### src/design/opq_pkg.sv
// Shared types and constants for the ordered priority queue with aging.
// Used by opq_store, opq_seq and ordered_priority_queue_with_aging.
package opq_pkg;

  // Table geometry
  localparam int QUEUE_DEPTH = 16;
  localparam int ID_BITS     = 16;
  localparam int IDX_W       = $clog2(QUEUE_DEPTH);
  localparam int CNT_W       = $clog2(QUEUE_DEPTH + 1);
  localparam int AGE_W       = CNT_W + 1;

  // Fixed port field widths
  localparam int PRIO_W      = 2;
  localparam int PORT_ID_W   = 16;
  localparam int COUNT_W     = 5;
  localparam int IN_DATA_W   = 24;
  localparam int OUT_DATA_W  = 24;

  // Aging covers entries while 3 * (index + 1) <= occupancy
  localparam int AGE_DIV     = 3;
  localparam logic [PRIO_W-1:0] PRIO_FLOOR = 2'd1;

  typedef enum logic [1:0] {
    MODE_PUSH   = 2'd0,
    MODE_REMOVE = 2'd1,
    MODE_FIND   = 2'd2,
    MODE_AGE    = 2'd3
  } mode_t;

  typedef enum logic [1:0] {
    ST_OK   = 2'd0,
    ST_FULL = 2'd1,
    ST_MISS = 2'd2
  } status_t;

  // One table entry as stored in memory
  typedef struct packed {
    logic [ID_BITS-1:0] id;
    logic [PRIO_W-1:0]  prio;
  } entry_t;

  // Memory access request from the sequencer
  typedef struct packed {
    logic             rd_en;
    logic [IDX_W-1:0] rd_addr;
    logic             wr_en;
    logic [IDX_W-1:0] wr_addr;
    entry_t           wr_data;
  } mem_req_t;

  // Accepted command
  typedef struct packed {
    mode_t                mode;
    logic [PRIO_W-1:0]    prio;
    logic [PORT_ID_W-1:0] tid;
  } cmd_t;

  // Finished result
  typedef struct packed {
    logic                 found;
    logic [PORT_ID_W-1:0] id;
    logic [COUNT_W-1:0]   count;
    status_t              status;
  } res_t;

endpackage

### src/design/opq_store.sv
// Entry table: one write port, one registered read port.
// Depends on opq_pkg for the entry and request types.
module opq_store import opq_pkg::*; (
  input  logic     clk,
  input  mem_req_t req,
  output entry_t   rd_data
);

  entry_t mem [QUEUE_DEPTH];

  // Write port
  always_ff @(posedge clk) begin
    if (req.wr_en) begin
      mem[req.wr_addr] <= req.wr_data;
    end
  end

  // Registered read port
  always_ff @(posedge clk) begin
    if (req.rd_en) begin
      rd_data <= mem[req.rd_addr];
    end
  end

endmodule

### src/design/opq_seq.sv
// Command sequencer: walks the entry table for remove, find and age, appends on push.
// Depends on opq_pkg; drives the opq_store request and reads its registered data.
module opq_seq import opq_pkg::*; (
  input  logic     clk,
  input  logic     rst,
  input  logic     start,
  input  cmd_t     cmd,
  output logic     idle,
  output logic     res_valid,
  input  logic     res_take,
  output res_t     res,
  output mem_req_t req,
  input  entry_t   rd_data
);

  typedef enum logic [5:0] {
    S_IDLE  = 6'b000001,
    S_PUSH  = 6'b000010,
    S_SCAN  = 6'b000100,
    S_SHIFT = 6'b001000,
    S_AGE   = 6'b010000,
    S_DONE  = 6'b100000
  } state_t;

  state_t               state;
  cmd_t                 cur;
  logic [CNT_W-1:0]     occ;
  logic [ID_BITS-1:0]   seq;
  logic [CNT_W-1:0]     ra;
  logic [AGE_W-1:0]     age3;
  logic                 rvalid;
  logic [IDX_W-1:0]     addr_d;
  logic                 res_found;
  logic [PORT_ID_W-1:0] res_id;
  status_t              res_status;

  logic               issue;
  logic               drained;
  logic               id_hit;
  logic               prio_hit;
  logic [ID_BITS-1:0] seq_inc;

  // Read issue and match decode
  always_comb begin
    issue = 1'b0;
    unique case (state) inside
      S_SCAN, S_SHIFT: issue = (ra < occ);
      S_AGE:           issue = (age3 <= AGE_W'(occ));
      default:         issue = 1'b0;
    endcase
    drained  = !issue && !rvalid;
    id_hit   = rvalid && (cur.mode == MODE_REMOVE) && (rd_data.id == ID_BITS'(cur.tid));
    prio_hit = rvalid && (cur.mode == MODE_FIND) && (rd_data.prio == cur.prio);
    seq_inc  = seq + ID_BITS'(1);
  end

  // Memory request
  always_comb begin
    req.rd_en   = issue;
    req.rd_addr = ra[IDX_W-1:0];
    req.wr_en   = 1'b0;
    req.wr_addr = '0;
    req.wr_data = rd_data;
    unique case (state)
      S_PUSH: begin
        req.wr_en        = (occ < CNT_W'(QUEUE_DEPTH));
        req.wr_addr      = occ[IDX_W-1:0];
        req.wr_data.id   = seq_inc;
        req.wr_data.prio = cur.prio;
      end
      S_SHIFT: begin
        // Move entry down one slot to close the gap
        req.wr_en   = rvalid;
        req.wr_addr = addr_d - IDX_W'(1);
      end
      S_AGE: begin
        req.wr_en   = rvalid;
        req.wr_addr = addr_d;
        if (rd_data.prio > PRIO_FLOOR) begin
          req.wr_data.prio = rd_data.prio - PRIO_W'(1);
        end
      end
      default: req.wr_en = 1'b0;
    endcase
  end

  // Sequencer state and table bookkeeping
  always_ff @(posedge clk) begin
    if (rst) begin
      state  <= S_IDLE;
      occ    <= '0;
      seq    <= '0;
      rvalid <= 1'b0;
    end else begin
      rvalid <= issue;
      addr_d <= ra[IDX_W-1:0];
      if (issue) begin
        ra   <= ra + CNT_W'(1);
        age3 <= age3 + AGE_W'(AGE_DIV);
      end
      unique case (state)
        S_IDLE: begin
          if (start) begin
            cur  <= cmd;
            ra   <= '0;
            age3 <= AGE_W'(AGE_DIV);
            unique case (cmd.mode) inside
              MODE_PUSH:              state <= S_PUSH;
              MODE_REMOVE, MODE_FIND: state <= S_SCAN;
              default:                state <= S_AGE;
            endcase
          end
        end
        S_PUSH: begin
          res_found <= 1'b0;
          if (occ >= CNT_W'(QUEUE_DEPTH)) begin
            res_id     <= '0;
            res_status <= ST_FULL;
          end else begin
            seq        <= seq_inc;
            occ        <= occ + CNT_W'(1);
            res_id     <= PORT_ID_W'(seq_inc);
            res_status <= ST_OK;
          end
          state <= S_DONE;
        end
        S_SCAN: begin
          if (id_hit) begin
            res_found  <= 1'b1;
            res_id     <= PORT_ID_W'(rd_data.id);
            res_status <= ST_OK;
            state      <= S_SHIFT;
          end else if (prio_hit) begin
            res_found  <= 1'b1;
            res_id     <= PORT_ID_W'(rd_data.id);
            res_status <= ST_OK;
            state      <= S_DONE;
          end else if (drained) begin
            res_found  <= 1'b0;
            res_id     <= '0;
            res_status <= ST_MISS;
            state      <= S_DONE;
          end
        end
        S_SHIFT: begin
          if (drained) begin
            occ   <= occ - CNT_W'(1);
            state <= S_DONE;
          end
        end
        S_AGE: begin
          if (drained) begin
            res_found  <= 1'b0;
            res_id     <= '0;
            res_status <= ST_OK;
            state      <= S_DONE;
          end
        end
        S_DONE: begin
          if (res_take) begin
            state <= S_IDLE;
          end
        end
        default: state <= S_IDLE;
      endcase
    end
  end

  assign idle       = (state == S_IDLE);
  assign res_valid  = (state == S_DONE);
  assign res.found  = res_found;
  assign res.id     = res_id;
  assign res.count  = COUNT_W'(occ);
  assign res.status = res_status;

endmodule

### src/design/ordered_priority_queue_with_aging.sv
// Ordered priority queue with aging: up to QUEUE_DEPTH entries kept oldest first, each
// with an id and a priority. Push appends with the next id, remove deletes an id and closes
// the gap, find returns the oldest entry of a priority, age decrements the priority of the
// first count/3 entries, not below priority 1. One command is worked at a time and gives
// one result transaction. Find and remove walk the table from the oldest entry (remove
// walks the whole table, shifting the tail down one entry per cycle) and age walks its
// first count/3 entries; the walks are paced by the single read port of the entry table,
// which delivers one entry per cycle. A new command is accepted while a result waits on
// the output.
// Depends on opq_pkg, opq_store and opq_seq.
module ordered_priority_queue_with_aging import opq_pkg::*; (
  input  logic                  clk,
  input  logic                  rst,
  input  logic                  s_axis_tvalid,
  output logic                  s_axis_tready,
  input  logic [IN_DATA_W-1:0]  s_axis_tdata,  // mode[1:0], new_priority[3:2], target_id[19:4]
  output logic                  m_axis_tvalid,
  input  logic                  m_axis_tready,
  output logic [OUT_DATA_W-1:0] m_axis_tdata   // found[0], result_id[16:1],
                                               // entry_count[21:17], status[23:22]
);

  cmd_t     cmd;
  logic     start;
  logic     idle;
  logic     res_valid;
  logic     res_take;
  res_t     res;
  res_t     out_res;
  mem_req_t req;
  entry_t   rd_data;

  // Input unpacking
  assign cmd.mode      = mode_t'(s_axis_tdata[1:0]);
  assign cmd.prio      = s_axis_tdata[3:2];
  assign cmd.tid       = s_axis_tdata[19:4];
  assign s_axis_tready = idle;
  assign start         = s_axis_tvalid && idle;

  opq_store u_store (
    .clk     (clk),
    .req     (req),
    .rd_data (rd_data)
  );

  opq_seq u_seq (
    .clk       (clk),
    .rst       (rst),
    .start     (start),
    .cmd       (cmd),
    .idle      (idle),
    .res_valid (res_valid),
    .res_take  (res_take),
    .res       (res),
    .req       (req),
    .rd_data   (rd_data)
  );

  // Output register, loaded when empty or being drained
  assign res_take = res_valid && (!m_axis_tvalid || m_axis_tready);

  always_ff @(posedge clk) begin
    if (rst) begin
      m_axis_tvalid <= 1'b0;
    end else if (res_take) begin
      m_axis_tvalid <= 1'b1;
    end else if (m_axis_tready) begin
      m_axis_tvalid <= 1'b0;
    end
  end

  always_ff @(posedge clk) begin
    if (res_take) begin
      out_res <= res;
    end
  end

  assign m_axis_tdata = {out_res.status, out_res.count, out_res.id, out_res.found};

  // Checks
  a_count_bound: assert property (@(posedge clk) disable iff (rst)
    m_axis_tvalid |-> (m_axis_tdata[21:17] <= COUNT_W'(QUEUE_DEPTH)))
    else $error("entry count above table depth");

  a_full_count: assert property (@(posedge clk) disable iff (rst)
    (m_axis_tvalid && (m_axis_tdata[23:22] == ST_FULL))
      |-> (m_axis_tdata[21:17] == COUNT_W'(QUEUE_DEPTH)))
    else $error("full status with table not full");

  a_found_ok: assert property (@(posedge clk) disable iff (rst)
    (m_axis_tvalid && m_axis_tdata[0]) |-> (m_axis_tdata[23:22] == ST_OK))
    else $error("found flag with non-ok status");

  a_no_start_busy: assert property (@(posedge clk) disable iff (rst)
    res_valid |-> !s_axis_tready)
    else $error("input ready while a result is pending in the sequencer");

endmodule
### config.mk
export PLATFORM = sky130hd
export DESIGN_NAME = ordered_priority_queue_with_aging
export DESIGN_NICKNAME = d
export VERILOG_FILES = /design/src/design/opq_pkg.sv /design/src/design/opq_store.sv /design/src/design/opq_seq.sv /design/src/design/ordered_priority_queue_with_aging.sv
export SDC_FILE = /design/constraint.sdc
export NUM_CORES = 1
export LEC_CHECK = 0
export BUFFER_PORTS_ARGS = -buffer_cell sky130_fd_sc_hd__buf_4
export CAP_MARGIN = 20
export CORE_ASPECT_RATIO = 1.75
export CORE_MARGIN = 10
export CORE_UTILIZATION = 62
export DETAILED_ROUTE_END_ITERATION = 12
export PLACE_DENSITY = 0.8
export SYNTH_ARGS = -nofsm -noshare
export SYNTH_HDL_FRONTEND = slang
export SYNTH_SLANG_ARGS = --single-unit
### constraint.sdc
create_clock -name clk -period 4.45 [get_ports clk]
set_input_delay 0.2225 -clock clk [delete_from_list [all_inputs] [get_ports clk]]
set_output_delay 0.2225 -clock clk [all_outputs]
set_load 0.02 [all_outputs]
After elaboration in Yosys (flattened, before gate mapping)
Memories as Yosys holds them, arrays and structs flattened. A register that Yosys moved wholly into a read port is not among the register bits. Cells that the tools add are included.

Bits in registers: 107. Memory bits (writable): 288. Input port bits: 28. Output and inout port bits: 26. Word-level logic and storage cells: 116. Memories kept: 1.

Memory list: u_store.mem (depth 16, bits a word 18, rd ports 1, clocked after Yosys merged registers in 1, wr ports 1, RTL line opq_store.sv:9) `entry_t mem [QUEUE_DEPTH];`.

Add/subtract/negate cells: 7. Order comparisons: 5. Equal/unequal tests: 18. Multiplexer cells: 41. Bitwise gates (word level): 2. Reductions and logical operators: 24.

Operators by type and width (count): 16-bit 2-to-1 mux (5); 6-bit 2-to-1 mux (8); 16-bit one-hot mux with 3 select lines (1); 6-bit one-hot mux with 5 select lines (1); 5-bit 2-to-1 mux (5); 5-bit one-hot mux with 2 select lines (2); 16-bit by 1-bit adder with 16-bit output (second input constant) (1); 16-bit == test (1); 4-bit one-hot mux with 3 select lines (1); 5-bit by 1-bit adder with 5-bit output (second input constant) (2); 2-bit 2-to-1 mux (5); 1-bit 2-to-1 mux (8); 1-bit logical AND (7); 6-bit by 2-bit adder with 6-bit output (second input constant) (1); 6-bit by 1-bit == test with 1-bit output (second input constant) (1); 6-bit by 2-bit == test with 1-bit output (second input constant) (1); 6-bit by 3-bit == test with 1-bit output (second input constant) (1); 6-bit by 4-bit == test with 1-bit output (second input constant) (1); 6-bit by 5-bit == test with 1-bit output (second input constant) (1); 6-bit == test (second input constant) (1); 6-bit by 5-bit less-or-equal comparator with 1-bit output (1); 2-bit by 1-bit != test with 1-bit output (second input constant) (3); 2-bit one-hot mux with 3 select lines (1); 2-bit AND reduction (3); 24 further kinds (35).

Longest topological paths before layout
Depth after elaboration: 9. Gate-level depth with buffers: 12. Gate-level depth less buffers: 10.

Hierarchy
From an unflattened synthesis, not the netlist that was laid out.

Cell total of the unflattened synthesis: 967. Area total of the unflattened synthesis: 16896.2 sq um.

Modules (own cells, without submodules): opq_store (instances 1, cells each 482, area each 11502.3 sq um, seq. area each 9188.8 sq um); opq_seq (instances 1, cells each 455, area each 4611.9 sq um, seq. area each 2182.1 sq um); ordered_priority_queue_with_aging (instances 1, cells each 30, area each 782.0 sq um, seq. area each 740.7 sq um).

Least setup slack after synthesis
OpenSTA, ideal clock, no wires.

Path type: reg-to-reg. Start: register u_seq.state[4]. End: memory u_store.mem[12][0] in the netlist's numbering (enable). Library setup time: 393 ps. Data arrival time: 2820 ps. Data required time: 4057 ps. Setup slack: 1238 ps. Stages on the path, launching flop included: 10. Path buffers: 2. Clock period less this slack: 3212 ps. Path through: dfxtp_1 > buf_6 > or4_4 > or2_2 > clkbuf_1 > inv_1 > o21ai_0 > a21boi_0 > nand2_1 > nor2_1.

Longest elaborated chain between the ends: 5. Elaborated cells on any way between the ends: 8. Classes of those cells: 3 x eq/ne; 4 x mux; 1 x reduce/logical.

Ends and longest elaborated chain: start, declared (RTL line opq_seq.sv:25) `state_t state;`; start signal, assigned (RTL line opq_seq.sv:90) `state <= S_IDLE;`; start signal, assigned (RTL line opq_seq.sv:108) `MODE_PUSH: state <= S_PUSH;`; start signal, assigned (RTL line opq_seq.sv:109) `MODE_REMOVE, MODE_FIND: state <= S_SCAN;`; 6-bit by 5-bit == test with 1-bit output / 6-bit by 4-bit == test with 1-bit output (equally long branches) (RTL line opq_seq.sv:64) `unique case (state)`; 2-bit OR reduction (no source line); 1-bit one-hot mux with 2 select lines (RTL line opq_seq.sv:64); 1-bit 2-to-1 mux (RTL line opq_store.sv:13) `if (req.wr_en) begin`; 1-bit 2-to-1 mux (not written as such) (RTL line opq_store.sv:14) `mem[req.wr_addr] <= req.wr_data;`; end, declared (RTL line opq_store.sv:9).

Several ways; a longest one is shown, not always the timed one.

Worst setup path after layout
Start: register u_seq.state[3]. End: memory u_store.mem[8][11] in the netlist's numbering (enable).

Same word-level chain as after synthesis.

==> run summary <==
outcome = finished, final reports clean
top cells by area, synth = edfxtp_1 (68%), mux4_2 (12%), dfxtp_1 (3.4%)
CP Capture Point = u_store.mem[8][11]$_DFFE_PP_
routing usage on met3 = 0.0344
reg-to-reg endpoint = u_store.mem[8][11]$_DFFE_PP_
vias in the first global route = 9,431
combinational share of power = 0.092
die height = 238 um
share of cells above drive strength 1 = 0.244
Setup crit start = u_seq.state[3]$_SDFFE_PP0P_
critical path type = flip-flop to flip-flop
DRC viols = 0
Syn Area/Cell = 17.9 sq um
Max H-tree Level = 2
Vias per Instance = 6.50
Root Buffer = clkbuf_16
Psw = 1.82 mW
Tcrit/Tclk final = 0.809
Peak Freq = 278 MHz
first-pass GRT wire length = 57.6 mm
worst path required time = 4.65 ns
vias = 9,086
RSZ-0062 raised after global routing = false
critical path endpoint category = flip-flop
Storage cell area = 12,100 sq um
Sw Share = 0.217
FP Rows = 79
pin count of the biggest net entering global routing = 77
largest area contributor in the netlist = edfxtp_1
Clock Path Buffers = 3
CTS tree = done
Starting Density = 0.631
grt ovf = 0
TNS Setup = 0 ns
clock share of power = 0.388
post-DP HPWL = 22.2 mm
FILL cells = 1,553
Post-synth EDFFs = 384
GR peak layer = met2
synth-to-layout area growth = 14.1%
most common cell after layout, fill and taps aside = edfxtp_1
Synth top area share = 0.685
Iter 0 DRT Violations = 890
Pre-Repair DR Iteration Count = 5
relative slew slack = 0.259
Placer Congestion = 0.879
met1 usage = 0.264
total CTS buffers = 36
GRT met2 Usage = 0.400
CTS resizes = 0
crit path time final = 3.60 ns
Leak = 6.33 nW
antenna violations before repair = 0
clk slew on worst S/H paths = 0.06 ns
R2R setup slack = 0.85 ns
multi-input logic area = 4520 sq um
I/O Buffers = 49
Pint = 6.55 mW
Mapped Area = 16,800 sq um
Max-Cap Viols = 0
clk_lat worst skew = 0.54 ns
Peak VDD IR = 267 uV
R2R depth = 7
# diodes = 0
total power = 8.37 mW
Syn Inst Count = 942
dominant synthesized flop cell = edfxtp_1
Total Routing Usage GR = 0.226
WL final = 37.7 mm
register area share after synthesis = 0.719
worst min path class = primary input to flip-flop
clock sinks = 413
Worst Path Max Fanout = 14
Pwr per Cell Area = 435 nW/um^2
core footprint = 26,700 sq um
Layout Skew = 0.0217 ns
nets@finish = 1,094
r2r startpoint = u_seq.state[3]$_SDFFE_PP0P_
Synth async-reset ratio = 0
Tightest Pin Transition = 1.10 ns
drt wl/cell = 27.0 um
final slew viol count = 0
Syn Nets = 990
Final setup viols = 0
flops & latches, synth = 413
most frequent cells in the layout = edfxtp_1 (384), mux4_2 (90), buf_4 (87), nor2_1 (56), nand2_1 (49)
yosys warns = 0
Worst Path Arrival = 3.80 ns
number of routed nets with antenna violations = 0
IO Pins = 54
Yosys cell types = 62
critical path startpoint category = flip-flop
die width = 145 um
Fin. Hold Viols = 0
Seq pwr share = 0.521
die area = 34,400 sq um
[power groups by stage]
stage          logic, mW  clock network [mW]  registers [mW]
2_1_floorplan      0.545                   0            4.42
3_3_place_gp       0.726                   0            4.44
3_5_place_dp       0.747                   0            4.44
4_1_cts            0.772                3.27            4.36
5_1_grt            0.825                3.42            4.36
6_report           0.768                3.24            4.36
[registers in the layout (all words and copies together) (netlist names), 2 cells and up]
signal,count
u_seq.cur,20
u_seq.addr_d,4
u_seq.ra,5
u_seq.age3,6
u_seq.state,6
u_store.mem,288
m_axis_tdata,24
u_seq.res_id,16
u_seq.res_status,2
u_seq.occ,5
u_seq.seq,16
u_store.rd_data,18
[per-layer routing]
layer | wire [um] | up-vias
met4 | 1570 | 0
met5 | 0 | -
met3 | 2400 | 100
met1 | 13300 | 4600
li1 | - | 3951
met2 | 20500 | 435
[metrics by stage]
step	worst slack [ns]	hold WS, ns	instance area, sq um	std cells	util
after CTS	0.920	0.0211	19200	1398	0.720
after global routing	0.660	0.0481	19200	1398	0.720
after floorplan	1.24	0.321	16800	942	-
final	0.851	0.0329	19200	1398	0.720
after detailed placement	0.989	0.402	17800	1312	0.667
after global placement	1.13	0.401	17800	1310	0.666
[layout make-up]
| class | count | share of cell area |
|---|---|---|
| Sequential cell | 413 | 0.630 |
| Multi-Input combinational cell | 466 | 0.235 |
| Clock buffer | 44 | 0.0495 |
| Timing Repair Buffer | 110 | 0.0470 |
| Tap cell | 324 | 0.0211 |
| Clock inverter | 22 | 0.0138 |
| Inverter | 19 | 0.00371 |
[cells by family (layout without fill, tap and decap cells)]
group / Yosys count / in the layout / synth area share
flip-flops: 413 / 413 / 0.719
AND/OR/NAND/NOR: 198 / 198 / 0.0571
AO/OA/AOI/OAI: 100 / 100 / 0.0422
multiplexers: 94 / 94 / 0.123
buffers and inverters: 63 / 195 / 0.0156
XOR/XNOR: 54 / 54 / 0.0281
adder cells (fa/ha/maj): 20 / 20 / 0.0153
[Yosys cell counts, types with 6 or more instances]
cell type / number
inv_1: 19
nand4_1: 7
clkbuf_1: 32
dfxtp_1: 29
mux4_2: 90
xnor2_1: 23
nor4_1: 7
o21ai_0: 31
nand3_1: 12
ha_1: 19
nor3_1: 6
a221o_1: 16
a21oi_1: 16
nand2_1: 49
buf_1: 8
xor2_1: 31
or3_1: 7
edfxtp_1: 384
nor2_1: 73
[worst min path at each step]
stage | startpoint | to | depth (start not counted)
global route | m_axis_tready | m_axis_tvalid$_SDFFE_PP0P_ | 3
finish | m_axis_tready | m_axis_tvalid$_SDFFE_PP0P_ | 3
CTS | m_axis_tready | m_axis_tvalid$_SDFFE_PP0P_ | 3
global placement | s_axis_tdata[11] | u_seq.cur[7]$_DFFE_PP_ | 1
detailed placement | s_axis_tdata[18] | u_seq.cur[14]$_DFFE_PP_ | 1
floorplan | s_axis_tdata[4] | u_seq.cur[0]$_DFFE_PP_ | 0
[critical path: stages, from the launching register on]
cell      delay [ns]
dfxtp_1         0.41
nor4_1          0.52
and3b_1         0.57
nand2_1         0.40
a21boi_0        0.44
nand2_1         0.22
nor2_2          0.35
buf_4           0.36
[what timing repair did]
action | in CTS | in global routing
hold endpoints to repair | 20 | 0
buffers inserted | 0 | 0
hold buffers | 20 | 0
Note: power is estimated with default switching activity, not from simulation.
